$ cat src/rtl/priority_ready_and_blocked_queues_defines.svh
// Assertion macros for the priority ready and blocked queues block.
// Included by the top level, which carries the concurrent assertions; no other dependencies.
`ifndef PRIORITY_READY_AND_BLOCKED_QUEUES_DEFINES_SVH
`define PRIORITY_READY_AND_BLOCKED_QUEUES_DEFINES_SVH

// The consequent must hold in the same cycle as the antecedent.
`define PRBQ_ASSERT_IMP(lbl, clk, rstn, ante, cons) \
    lbl: assert property (@(posedge clk) disable iff (!rstn) (ante) |-> (cons)) \
        else $error("prbq: same-cycle check failed");

// The consequent must hold in the cycle after the antecedent.
`define PRBQ_ASSERT_NXT(lbl, clk, rstn, ante, cons) \
    lbl: assert property (@(posedge clk) disable iff (!rstn) (ante) |=> (cons)) \
        else $error("prbq: next-cycle check failed");

`endif

$ cat src/rtl/prbq_pkg.sv
// Shared constants for the priority ready and blocked queues block.
// Stands alone; used by the top level.
package prbq_pkg;

    localparam int DEF_NUM_TASKS     = 64;
    localparam int DEF_PRIORITY_BITS = 8;

    // Fixed port field widths.
    localparam int ID_W       = 6;
    localparam int PRIO_IN_W  = 8;
    localparam int COUNT_W    = 7;
    localparam int S_TDATA_W  = 16;
    localparam int S_TUSER_W  = 8;
    localparam int M_TDATA_W  = 32;

    localparam logic [1:0] OP_INS_READY   = 2'd0;
    localparam logic [1:0] OP_INS_BLOCKED = 2'd1;
    localparam logic [1:0] OP_REMOVE      = 2'd2;
    localparam logic [1:0] OP_FIND        = 2'd3;

    localparam logic [1:0] ST_OK         = 2'd0;
    localparam logic [1:0] ST_NOT_QUEUED = 2'd1;
    localparam logic [1:0] ST_ALREADY    = 2'd2;

endpackage

$ cat src/rtl/prbq_table.sv
// Task entry table: one write port, one registered read port, and a clearing
// sweep after reset. Stands alone; instantiated by the top level.
module prbq_table #(
    parameter int DEPTH = 64,
    parameter int AW    = 6,
    parameter int DW    = 24
) (
    input  logic          aclk,
    input  logic          aresetn,
    input  logic          wr_en,
    input  logic [AW-1:0] wr_addr,
    input  logic [DW-1:0] wr_data,
    input  logic          rd_en,
    input  logic [AW-1:0] rd_addr,
    output logic [DW-1:0] rd_data,
    output logic          clear_busy
);

    logic [DW-1:0] mem [DEPTH];
    logic [DW-1:0] rd_data_reg;
    logic          clr_busy_reg, clr_busy_next;
    logic [AW-1:0] clr_addr_reg, clr_addr_next;

    always_comb begin
        clr_busy_next = clr_busy_reg;
        clr_addr_next = clr_addr_reg;
        if (clr_busy_reg) begin
            clr_addr_next = clr_addr_reg + AW'(1);
            if (clr_addr_reg == AW'(DEPTH - 1)) begin
                clr_busy_next = 1'b0;
            end
        end
    end

    always_ff @(posedge aclk) begin
        if (!aresetn) begin
            clr_busy_reg <= 1'b1;
            clr_addr_reg <= '0;
        end else begin
            clr_busy_reg <= clr_busy_next;
            clr_addr_reg <= clr_addr_next;
        end
    end

    // The sweep clears the queued bit of every entry; the user side is idle meanwhile.
    always_ff @(posedge aclk) begin
        if (clr_busy_reg) begin
            mem[clr_addr_reg] <= '0;
        end else if (wr_en) begin
            mem[wr_addr] <= wr_data;
        end
    end

    always_ff @(posedge aclk) begin
        if (rd_en) begin
            rd_data_reg <= mem[rd_addr];
        end
    end

    assign rd_data    = rd_data_reg;
    assign clear_busy = clr_busy_reg;

endmodule

$ cat src/rtl/priority_ready_and_blocked_queues.sv
// Top level of the priority ready and blocked queues block.
// Depends on prbq_pkg, prbq_table and the assertion macro header.
//
// Two doubly linked task queues share one table of NUM_TASKS entries held in a
// single memory with a registered read. The ready queue is kept in ascending
// priority value, first in first out within a level; the blocked queue is first
// in first out. Each input beat carries one operation and yields exactly one
// result beat. After reset the table is swept clear before the first beat is
// taken. A find, a duplicate insert, a ready insert into an empty queue or an
// operation on a task that is not queued reads the entry once and then raises
// m_axis_tvalid; a blocked insert and a remove also patch the neighbor entries
// by read-modify-write through the one memory port. A ready insert into a
// non-empty queue walks the ordered list one entry per cycle on the read port,
// then patches the neighbors. A result held up by m_axis_tready adds its stall
// to the next one. The next beat is accepted once the result has moved into the
// output register.
`include "priority_ready_and_blocked_queues_defines.svh"

module priority_ready_and_blocked_queues #(
    parameter int NUM_TASKS     = prbq_pkg::DEF_NUM_TASKS,
    parameter int PRIORITY_BITS = prbq_pkg::DEF_PRIORITY_BITS
) (
    input  logic                             aclk,
    input  logic                             aresetn,
    input  logic                             s_axis_tvalid,
    output logic                             s_axis_tready,
    // task_id [5:0], task_priority [13:6], zero [15:14]
    input  logic [prbq_pkg::S_TDATA_W-1:0]   s_axis_tdata,
    // operation [1:0], zero [7:2]
    input  logic [prbq_pkg::S_TUSER_W-1:0]   s_axis_tuser,
    output logic                             m_axis_tvalid,
    input  logic                             m_axis_tready,
    // status [1:0], found_in_blocked [2], found_priority [10:3],
    // ready_count [17:11], blocked_count [24:18], ready_head_valid [25],
    // ready_head_id [31:26]
    output logic [prbq_pkg::M_TDATA_W-1:0]   m_axis_tdata
);

    import prbq_pkg::*;

    localparam int IW = $clog2(NUM_TASKS);
    localparam int LW = $clog2(NUM_TASKS + 1);
    localparam int PB = PRIORITY_BITS;
    localparam logic [LW-1:0] NULL_LINK = LW'(NUM_TASKS);

    localparam logic [2:0] S_IDLE  = 3'd0;
    localparam logic [2:0] S_CHECK = 3'd1;
    localparam logic [2:0] S_WALK  = 3'd2;
    localparam logic [2:0] S_P_RD  = 3'd3;
    localparam logic [2:0] S_P_WR  = 3'd4;
    localparam logic [2:0] S_DONE  = 3'd5;

    typedef struct packed {
        logic          queued;
        logic          blocked;
        logic [PB-1:0] prio;
        logic [LW-1:0] nxt;
        logic [LW-1:0] prv;
    } entry_t;

    localparam int EW = $bits(entry_t);

    logic [2:0]    state_reg, state_next;
    logic [1:0]    op_reg, op_next;
    logic          id_ok_reg, id_ok_next;
    logic [IW-1:0] t_reg, t_next;
    logic [PB-1:0] prio_reg, prio_next;
    logic [1:0]    status_reg, status_next;
    logic          qflag_reg, qflag_next;
    logic [PB-1:0] fprio_reg, fprio_next;
    logic [LW-1:0] walk_reg, walk_next;
    logic [LW-1:0] cur_reg, cur_next;
    logic          pn_v_reg, pn_v_next;
    logic [LW-1:0] pn_addr_reg, pn_addr_next;
    logic [LW-1:0] pn_val_reg, pn_val_next;
    logic          pp_v_reg, pp_v_next;
    logic [LW-1:0] pp_addr_reg, pp_addr_next;
    logic [LW-1:0] pp_val_reg, pp_val_next;
    logic          psel_reg, psel_next;
    logic [LW-1:0] ready_first_reg, ready_first_next;
    logic [LW-1:0] blocked_first_reg, blocked_first_next;
    logic [LW-1:0] blocked_last_reg, blocked_last_next;
    logic [LW-1:0] ready_cnt_reg, ready_cnt_next;
    logic [LW-1:0] blocked_cnt_reg, blocked_cnt_next;
    logic          m_valid_reg, m_valid_next;
    logic [M_TDATA_W-1:0] m_data_reg, m_data_next;

    logic          wr_en, rd_en, clear_busy;
    logic [IW-1:0] wr_addr, rd_addr;
    entry_t        wrec, rec;
    logic [EW-1:0] rd_data;

    logic          accept;
    logic [31:0]   id_w, prio_w;
    logic [LW-1:0] t_link;
    logic [31:0]   rc_w, bc_w, head_w, fp_w;

    prbq_table #(
        .DEPTH (NUM_TASKS),
        .AW    (IW),
        .DW    (EW)
    ) u_table (
        .aclk       (aclk),
        .aresetn    (aresetn),
        .wr_en      (wr_en),
        .wr_addr    (wr_addr),
        .wr_data    (wrec),
        .rd_en      (rd_en),
        .rd_addr    (rd_addr),
        .rd_data    (rd_data),
        .clear_busy (clear_busy)
    );

    assign rec    = entry_t'(rd_data);
    assign id_w   = 32'(s_axis_tdata[ID_W-1:0]);
    assign prio_w = 32'(s_axis_tdata[ID_W+PRIO_IN_W-1:ID_W]);
    assign t_link = LW'(t_reg);

    assign s_axis_tready = (state_reg == S_IDLE) && !clear_busy;
    assign accept        = s_axis_tvalid && s_axis_tready;

    assign rc_w   = 32'(ready_cnt_reg);
    assign bc_w   = 32'(blocked_cnt_reg);
    assign head_w = 32'(ready_first_reg);
    assign fp_w   = 32'(fprio_reg);

    always_comb begin
        state_next         = state_reg;
        op_next            = op_reg;
        id_ok_next         = id_ok_reg;
        t_next             = t_reg;
        prio_next          = prio_reg;
        status_next        = status_reg;
        qflag_next         = qflag_reg;
        fprio_next         = fprio_reg;
        walk_next          = walk_reg;
        cur_next           = cur_reg;
        pn_v_next          = pn_v_reg;
        pn_addr_next       = pn_addr_reg;
        pn_val_next        = pn_val_reg;
        pp_v_next          = pp_v_reg;
        pp_addr_next       = pp_addr_reg;
        pp_val_next        = pp_val_reg;
        psel_next          = psel_reg;
        ready_first_next   = ready_first_reg;
        blocked_first_next = blocked_first_reg;
        blocked_last_next  = blocked_last_reg;
        ready_cnt_next     = ready_cnt_reg;
        blocked_cnt_next   = blocked_cnt_reg;
        m_valid_next       = m_valid_reg;
        m_data_next        = m_data_reg;
        wr_en              = 1'b0;
        wr_addr            = '0;
        wrec               = '0;
        rd_en              = 1'b0;
        rd_addr            = '0;

        if (m_valid_reg && m_axis_tready) begin
            m_valid_next = 1'b0;
        end

        case (state_reg)
            S_IDLE: begin
                if (accept) begin
                    op_next    = s_axis_tuser[1:0];
                    id_ok_next = (id_w < NUM_TASKS);
                    t_next     = id_w[IW-1:0];
                    prio_next  = prio_w[PB-1:0];
                    pn_v_next  = 1'b0;
                    pp_v_next  = 1'b0;
                    rd_en      = 1'b1;
                    rd_addr    = id_w[IW-1:0];
                    state_next = S_CHECK;
                end
            end

            S_CHECK: begin
                status_next = ST_OK;
                qflag_next  = 1'b0;
                fprio_next  = '0;
                state_next  = S_DONE;
                if (!id_ok_reg) begin
                    status_next = ST_NOT_QUEUED;
                end else if (op_reg == OP_INS_READY || op_reg == OP_INS_BLOCKED) begin
                    if (rec.queued) begin
                        status_next = ST_ALREADY;
                        qflag_next  = rec.blocked;
                        fprio_next  = rec.prio;
                    end else if (op_reg == OP_INS_READY) begin
                        fprio_next = prio_reg;
                        if (ready_first_reg == NULL_LINK) begin
                            wr_en            = 1'b1;
                            wr_addr          = t_reg;
                            wrec             = '{queued: 1'b1, blocked: 1'b0, prio: prio_reg,
                                                 nxt: NULL_LINK, prv: NULL_LINK};
                            ready_first_next = t_link;
                            ready_cnt_next   = ready_cnt_reg + LW'(1);
                        end else begin
                            rd_en      = 1'b1;
                            rd_addr    = ready_first_reg[IW-1:0];
                            walk_next  = ready_first_reg;
                            cur_next   = NULL_LINK;
                            state_next = S_WALK;
                        end
                    end else begin
                        qflag_next = 1'b1;
                        wr_en      = 1'b1;
                        wr_addr    = t_reg;
                        wrec       = '{queued: 1'b1, blocked: 1'b1, prio: '0,
                                       nxt: NULL_LINK, prv: blocked_last_reg};
                        if (blocked_last_reg != NULL_LINK) begin
                            pn_v_next    = 1'b1;
                            pn_addr_next = blocked_last_reg;
                            pn_val_next  = t_link;
                        end else begin
                            blocked_first_next = t_link;
                        end
                        blocked_last_next = t_link;
                        blocked_cnt_next  = blocked_cnt_reg + LW'(1);
                        state_next        = S_P_RD;
                    end
                end else if (!rec.queued) begin
                    status_next = ST_NOT_QUEUED;
                end else begin
                    qflag_next = rec.blocked;
                    fprio_next = rec.prio;
                    if (op_reg == OP_REMOVE) begin
                        wr_en        = 1'b1;
                        wr_addr      = t_reg;
                        wrec         = rec;
                        wrec.queued  = 1'b0;
                        if (rec.prv != NULL_LINK) begin
                            pn_v_next    = 1'b1;
                            pn_addr_next = rec.prv;
                            pn_val_next  = rec.nxt;
                        end else if (rec.blocked) begin
                            blocked_first_next = rec.nxt;
                        end else begin
                            ready_first_next = rec.nxt;
                        end
                        if (rec.nxt != NULL_LINK) begin
                            pp_v_next    = 1'b1;
                            pp_addr_next = rec.nxt;
                            pp_val_next  = rec.prv;
                        end else if (rec.blocked) begin
                            blocked_last_next = rec.prv;
                        end
                        if (rec.blocked) begin
                            if (blocked_cnt_reg != '0) begin
                                blocked_cnt_next = blocked_cnt_reg - LW'(1);
                            end
                        end else if (ready_cnt_reg != '0) begin
                            ready_cnt_next = ready_cnt_reg - LW'(1);
                        end
                        state_next = S_P_RD;
                    end
                end
            end

            // The entry read here sits right after cur; a null cur means the list head.
            S_WALK: begin
                if (rec.prio > prio_reg) begin
                    wr_en        = 1'b1;
                    wr_addr      = t_reg;
                    wrec         = '{queued: 1'b1, blocked: 1'b0, prio: prio_reg,
                                     nxt: walk_reg, prv: cur_reg};
                    pp_v_next    = 1'b1;
                    pp_addr_next = walk_reg;
                    pp_val_next  = t_link;
                    if (cur_reg == NULL_LINK) begin
                        ready_first_next = t_link;
                    end else begin
                        pn_v_next    = 1'b1;
                        pn_addr_next = cur_reg;
                        pn_val_next  = t_link;
                    end
                    ready_cnt_next = ready_cnt_reg + LW'(1);
                    state_next     = S_P_RD;
                end else if (rec.nxt == NULL_LINK) begin
                    wr_en          = 1'b1;
                    wr_addr        = t_reg;
                    wrec           = '{queued: 1'b1, blocked: 1'b0, prio: prio_reg,
                                       nxt: NULL_LINK, prv: walk_reg};
                    pn_v_next      = 1'b1;
                    pn_addr_next   = walk_reg;
                    pn_val_next    = t_link;
                    ready_cnt_next = ready_cnt_reg + LW'(1);
                    state_next     = S_P_RD;
                end else begin
                    cur_next  = walk_reg;
                    walk_next = rec.nxt;
                    rd_en     = 1'b1;
                    rd_addr   = rec.nxt[IW-1:0];
                end
            end

            // Neighbor link repairs: the next-link patch first, then the prev-link patch.
            S_P_RD: begin
                if (pn_v_reg) begin
                    rd_en      = 1'b1;
                    rd_addr    = pn_addr_reg[IW-1:0];
                    psel_next  = 1'b0;
                    state_next = S_P_WR;
                end else if (pp_v_reg) begin
                    rd_en      = 1'b1;
                    rd_addr    = pp_addr_reg[IW-1:0];
                    psel_next  = 1'b1;
                    state_next = S_P_WR;
                end else begin
                    state_next = S_DONE;
                end
            end

            S_P_WR: begin
                wr_en = 1'b1;
                wrec  = rec;
                if (!psel_reg) begin
                    wr_addr   = pn_addr_reg[IW-1:0];
                    wrec.nxt  = pn_val_reg;
                    pn_v_next = 1'b0;
                end else begin
                    wr_addr   = pp_addr_reg[IW-1:0];
                    wrec.prv  = pp_val_reg;
                    pp_v_next = 1'b0;
                end
                state_next = S_P_RD;
            end

            S_DONE: begin
                if (!m_valid_reg || m_axis_tready) begin
                    m_valid_next = 1'b1;
                    m_data_next  = '0;
                    m_data_next[1:0]   = status_reg;
                    m_data_next[2]     = qflag_reg;
                    m_data_next[10:3]  = fp_w[7:0];
                    m_data_next[17:11] = rc_w[COUNT_W-1:0];
                    m_data_next[24:18] = bc_w[COUNT_W-1:0];
                    if (ready_first_reg != NULL_LINK) begin
                        m_data_next[25]    = 1'b1;
                        m_data_next[31:26] = head_w[ID_W-1:0];
                    end
                    state_next = S_IDLE;
                end
            end

            default: begin
                state_next = S_IDLE;
            end
        endcase
    end

    always_ff @(posedge aclk) begin
        if (!aresetn) begin
            state_reg         <= S_IDLE;
            pn_v_reg          <= 1'b0;
            pp_v_reg          <= 1'b0;
            ready_first_reg   <= NULL_LINK;
            blocked_first_reg <= NULL_LINK;
            blocked_last_reg  <= NULL_LINK;
            ready_cnt_reg     <= '0;
            blocked_cnt_reg   <= '0;
            m_valid_reg       <= 1'b0;
        end else begin
            state_reg         <= state_next;
            pn_v_reg          <= pn_v_next;
            pp_v_reg          <= pp_v_next;
            ready_first_reg   <= ready_first_next;
            blocked_first_reg <= blocked_first_next;
            blocked_last_reg  <= blocked_last_next;
            ready_cnt_reg     <= ready_cnt_next;
            blocked_cnt_reg   <= blocked_cnt_next;
            m_valid_reg       <= m_valid_next;
        end
    end

    always_ff @(posedge aclk) begin
        op_reg      <= op_next;
        id_ok_reg   <= id_ok_next;
        t_reg       <= t_next;
        prio_reg    <= prio_next;
        status_reg  <= status_next;
        qflag_reg   <= qflag_next;
        fprio_reg   <= fprio_next;
        walk_reg    <= walk_next;
        cur_reg     <= cur_next;
        pn_addr_reg <= pn_addr_next;
        pn_val_reg  <= pn_val_next;
        pp_addr_reg <= pp_addr_next;
        pp_val_reg  <= pp_val_next;
        psel_reg    <= psel_next;
        m_data_reg  <= m_data_next;
    end

    assign m_axis_tvalid = m_valid_reg;
    assign m_axis_tdata  = m_data_reg;

    `PRBQ_ASSERT_IMP(a_count_bound, aclk, aresetn, 1'b1, (rc_w + bc_w) <= NUM_TASKS)
    `PRBQ_ASSERT_IMP(a_ready_empty, aclk, aresetn, 1'b1, (ready_first_reg == NULL_LINK) == (ready_cnt_reg == '0))
    `PRBQ_ASSERT_IMP(a_blocked_ends, aclk, aresetn, 1'b1, (blocked_first_reg == NULL_LINK) == (blocked_last_reg == NULL_LINK))
    `PRBQ_ASSERT_IMP(a_no_rw_clash, aclk, aresetn, rd_en && wr_en, rd_addr != wr_addr)
    `PRBQ_ASSERT_NXT(a_accept_check, aclk, aresetn, accept, state_reg == S_CHECK)

endmodule

$ cat config.mk
export PLATFORM = sky130hd
export DESIGN_NAME = priority_ready_and_blocked_queues
export DESIGN_NICKNAME = d
export VERILOG_FILES = /design/src/rtl/prbq_pkg.sv /design/src/rtl/prbq_table.sv /design/src/rtl/priority_ready_and_blocked_queues.sv
export VERILOG_INCLUDE_DIRS = /design/src /design/src/rtl
export SDC_FILE = /design/constraint.sdc
export NUM_CORES = 2
export LEC_CHECK = 0
export ABC_AREA = 0
export BUFFER_PORTS_ARGS = -buffer_cell sky130_fd_sc_hd__buf_2
export CELL_PAD_IN_SITES_DETAIL_PLACEMENT = 1
export CELL_PAD_IN_SITES_GLOBAL_PLACEMENT = 1
export CORE_MARGIN = 1.5
export CORE_UTILIZATION = 54
export CTS_CLUSTER_DIAMETER = 200
export DETAILED_ROUTE_END_ITERATION = 16
export PLACE_DENSITY = 0.81
export SLEW_MARGIN = 5
export SYNTH_ARGS = -nofsm -noshare
export SYNTH_HDL_FRONTEND = slang
export SYNTH_HIERARCHICAL = 1
export SYNTH_SLANG_ARGS = --single-unit
export TNS_END_PERCENT = 100
$ cat constraint.sdc
create_clock -name aclk -period 12.15 [get_ports aclk]
set_clock_uncertainty 0.1 [all_clocks]
set_input_delay 1.8225 -clock aclk [delete_from_list [all_inputs] [get_ports aclk]]
set_output_delay 1.8225 -clock aclk [all_outputs]
set_load 0.05 [all_outputs]
; Yosys cells after proc, flatten, opt, wreduce, memory -nomap -nowiden
; Memory sizes are Yosys's and may differ from the RTL's. A register that Yosys moved wholly into a read port is not among the register bits.
; Index checks and enable logic that the tools add are counted.
; W data, S select, Z words.
[word_totals]
output_inout_bits = 34
ramBits = 1536
memories = 1
word_cells = 323
reg_bits = 142
[classes]
n_eq_ne = 48
mux = 209
addsub = 5
magnitude_cmp = 2
n_reduce_logical = 32
[mem_list]
columns = name, depth, width, read_ports, rd_clocked_by_memory_dff, write_ports, line_no
row1 = u_table.mem, 64, 24, 1, 1, 1, prbq_table.sv:19  ; logic [DW-1:0] mem [DEPTH];
[op_table]
columns = cell, n
row1 = $mux W7, 69
row2 = $mux W6, 38
row3 = $mux W24, 8
row4 = $pmux W7 S2, 6
row5 = $pmux W24 S3, 1
row6 = $mux W1, 59
row7 = $mux W23, 2
row8 = $ne A2 B2 Y1 const B, 18
row9 = $mux W3, 11
row10 = $mux W8, 4
row11 = $ne A7 B7 Y1 const B, 4
row12 = $ne A3 B3 Y1 const B, 8
row13 = $pmux W6 S2, 2
row14 = $pmux W6 S4, 1
row15 = $reduce_and A8 Y1, 3
row16 = $reduce_or A24 Y1, 1
row17 = $eq A7 B7 Y1 const B, 3
row18 = $reduce_and A10 Y1, 2
row19 = $pmux W3 S6, 1
row20 = $pmux W6 S3, 1
row21 = $ne A3 B2 Y1 const B, 5
row22 = $add A7 B1 Y7 const B, 2
row23 = $reduce_bool A7 Y1, 2
row24 = $sub A7 B1 Y7 const B, 2
row25 = 26 further kinds, 43

; Longest topological paths before layout
[logic_depth]
ltp_word = 12
mapped_depth = 17

; Cells and area by module
; The synthesis kept the hierarchy.
[modules_own_cells]
columns = module, area_per_inst_um2, cells_per_inst, instances
row1 = prbq_table, 60366.6, 2734, 1
row2 = priority_ready_and_blocked_queues, 6850.3, 659, 1

; Worst setup path before layout
; Ideal clock, no wire load.
[synth_timing]
kind = in2reg
from = input port s_axis_tvalid
to = register u_table.rd_data_reg[13] (netlist: u_table/rd_data[13]) (read register of u_table.mem), data pin
setup_ns = 0.261
path_stages = 12
required_time_ns = 11.789
slack_ns = 7.260
arrival_ns = 4.529
cell_sequence = nand2b_1 > nor2_1 > nand2_1 > o21ai_0 > a221o_1 > buf_6 > buf_6 > buf_6 > mux4_2 > a221o_1 > a21oi_1 > nor3_1
[synth_between]
elab_chain_cells = 3
elab_cells_between_ends = 5
classes_between = mux (4) / reduce/logical (1)
[synth_rtl]
columns = item, line_no
row1 = "start, declared", priority_ready_and_blocked_queues.sv:25  ; input logic s_axis_tvalid,
row2 = $logic_and A1 B1 Y1, priority_ready_and_blocked_queues.sv:120  ; assign accept = s_axis_tvalid && s_axis_tready;
row3 = $mux W6, priority_ready_and_blocked_queues.sv:164  ; if (accept) begin
row4 = $pmux W6 S4, priority_ready_and_blocked_queues.sv:162  ; case (state_reg)
row5 = net rd_addr[0], priority_ready_and_blocked_queues.sv:89  ; logic [IW-1:0] wr_addr, rd_addr;
row6 = "end, declared", prbq_table.sv:20  ; logic [DW-1:0] rd_data_reg;
; The timed path passes the listed nets, and every way through them passes these cells.
; A chain may end at the register's enable or synchronous reset.

; Worst setup path after layout
[layout_timing]
from = register prio_reg[6]
to = register u_table.rd_data_reg[7] (netlist: u_table/rd_data[7]) (read register of u_table.mem), data pin
[layout_between]
elab_chain_cells = 3
elab_cells_between_ends = 5
classes_between = order compare (1) / mux (4)
[layout_rtl]
columns = item, line_no
row1 = "start, declared", priority_ready_and_blocked_queues.sv:67  ; logic [PB-1:0] prio_reg, prio_next;
row2 = "start signal, assigned", priority_ready_and_blocked_queues.sv:380  ; prio_reg <= prio_next;
row3 = $gt A8 B8 Y1, priority_ready_and_blocked_queues.sv:262  ; if (rec.prio > prio_reg) begin
row4 = $mux W6, priority_ready_and_blocked_queues.sv:262
row5 = $pmux W6 S4, priority_ready_and_blocked_queues.sv:162
row6 = net rd_addr[1], priority_ready_and_blocked_queues.sv:89
; The timed path passes the listed nets, and every way through them passes these cells.

==> qor.txt <==
status: complete, no violations
synth warn: 6
top-area cell type share of the netlist area: 74.2%
Final nets: 3581
first-pass GRT wire length: 265000 um
Port Buffers: 53
TritonCTS Buffers: 166
max incr delay on CP: 0.82 ns
Root Buffer: clkbuf_16
Core Area: 124000 um2
Initial Util: 54.4%
critical-path cell list: inv_1, ha_1, o21ai_0, nor2_1, nand4bb_1, a21oi_2, buf_4, a221o_4, buf_4, buf_4, and2_1, a22oi_1, o211ai_1, nand2_1, a311oi_1
grt ovf: 0
internal power: 0.00941 W
clk_lat worst skew: 0.81 ns
min-delay src: fprio_reg[6]
# DRC: 0
wire per inst: 34.9 um
clock network power share: 42.5%
DRT Wirelength: 185000 um
final setup TNS: 0 ns
layout cells sized above 1: 25.7%
endpoint class of the critical path: register
worst r2r src: prio_reg[6]
fraction of registers with async set/reset: 0%
CTS tree: done
routability cong.: 0.856
EDFF count, synth: 1660
sw frac: 21.5%
LEAKAGE: 24.4 nW
First DRT Iteration DRCs: 4946
crit-path max FO: 49
Primary FF master, synth: edfxtp_1
Slew @ Worst Pin: 1.32 ns
most common cell after layout, fill and taps aside: edfxtp_1
Comb power frac: 3.7%
Mapped Nets: 3441
sequential power share: 53.8%
final slew viol count: 0
most frequent cells in the layout: 1660 x edfxtp_1, 358 x mux4_2, 208 x nand2_1, 167 x clkbuf_16, 102 x buf_4
antenna-violating nets left: 0
clock sink count: 1701
Synth Register Bits: 1701
CTS Buffer Depth: 3
Syn Inst Count: 3393
area leader, netlist: edfxtp_1
# Max-Cap Violations: 0
chip height: 356 um
overall power: 0.0120 W
H-tree levels: 4
Peak Freq: 162 MHz
Layout Cells excl Fill: 5304
vias in the first global route: 37300
count of cell types in the netlist: 71
post-cts resize count: 0
initial antenna violation count: 5
CP Launch Type: register
total die area: 127000 um2
overall routing resource usage: 29.4%
# hold bufs at CTS: 0
Crit-path slowest cell: buf_4
Max-slew headroom: 12.1%
Core Rows: 129
Clk pin slew, worst setup/hold paths: 0.06 ns
Via density: 6.71
pin count of the biggest net entering global routing: 125
Final setup violation count: 0
CP Launch Point: prio_reg[6]
Synth area leaders: edfxtp_1 74%, mux4_2 12%, mux2i_1 1.4%
Crit Path Class: register to register
via count: 35600
post-DP HPWL: 101000 um
DR pass1 iterations: 5
final clock period utilization by the worst path: 50.9%
Data arrival, critical path: 6.67 ns
Syn Std Cell Area: 67200 um2
Ports: 62
unrepaired setup endpoints after global routing: no
NetSw: 0.00258 W
Power Dens Cells: 160 nW/um2
Syn Area/Cell: 19.8 um2
sequential-to-total area share from yosys stat: 75.4%
post-CTS setup buffer count: 0
WP data required: 12.63 ns
worst vdd ir: 0.000137 V
Final Util: 60.6%
final hold viol count: 0
Critical Path Most Common Cell: buf_4
synthesis-to-finish area growth: 11.5%
Hold Crit Class: register to register
Inst Count DP: 5000
chip width: 356 um
final worst path period need: 6.18 ns
max reg flops: 1536
==> critical path: cells and delay by family, from the launching register on <==
kind / cells / cell delay [ns]
buf+inv: 4 / 1.71
compound gates: 6 / 1.90
simple gates: 4 / 1.40
fa+ha+maj: 1 / 0.30
flops: 1 / 0.42
==> logic make-up after synthesis <==
family / after synthesis / synth area share (%)
multiplexers: 521 / 14.6
XOR/XNOR: 10 / 0.130
flip-flops: 1701 / 75.4
buffers and inverters: 225 / 1.79
AND/OR/NAND/NOR: 532 / 3.72
adder cells (fa/ha/maj): 20 / 0.383
AO/OA/AOI/OAI: 384 / 4.04
==> through the flow <==
step           hold WS [ns]  setup WS, ns  cell area (um2)
6_report              0.320          5.97            75000
5_1_grt               0.319          5.77            75000
4_1_cts               0.318          6.14            74900
3_5_place_dp          0.306          5.28            69600
3_3_place_gp          0.304          5.38            69600
2_1_floorplan         0.300          7.26            67200
==> per-layer routing <==
layer	track usage (%)	wire [um]	vias to the layer above
met3	4.44	16400	410
li1	-	-	14200
met2	48.6	91700	2181
met1	39.2	68000	18800
met4	13.3	8800	0
met5	0	0	-
==> final timing paths <==
kind / slack, ns / cells after the start / end
worst min-delay path: 0.32 / 0 / m_axis_tdata[9]
worst min register to register: 0.32 / 0 / m_axis_tdata[9]
worst max register to register: 5.97 / 15 / u_table/rd_data[7]
worst max-delay path: 5.97 / 15 / u_table/rd_data[7]
==> power groups by stage <==
stage | clock network [W] | logic, W | registers (W)
2_1_floorplan | 0 | 0.000282 | 0.00655
3_3_place_gp | 0 | 0.000412 | 0.00656
3_5_place_dp | 0 | 0.000428 | 0.00657
4_1_cts | 0.00514 | 0.000435 | 0.00645
5_1_grt | 0.00533 | 0.000462 | 0.00645
6_report | 0.00510 | 0.000442 | 0.00645
==> cell type report <==
class / instances / area, um2
Multi-Input combinational cell: 1467 / 15600
Sequential cell: 1701 / 50700
Tap cell: 1637 / 2050
Clock buffer: 190 / 4270
Fill cell: 10400 / 48700
Timing Repair Buffer: 163 / 1190
Clock inverter: 111 / 1040
Antenna cell: 1 / 2.50
Inverter: 34 / 128
==> cells in the mapped netlist (32+ instances only) <==
library cell and number:
inv_1 32, a22oi_1 39, nand2_1 208, buf_4 35, dfxtp_1 41, clkbuf_1 70, o21ai_0 73, edfxtp_1 1660
mux2_2 70, and2_1 42, mux4_2 358, a21oi_1 38, nand3_1 32, mux2i_1 93, nor2b_1 40, o22ai_1 39
buf_2 57, nor2_1 120
(Power assumes the default switching activity.)
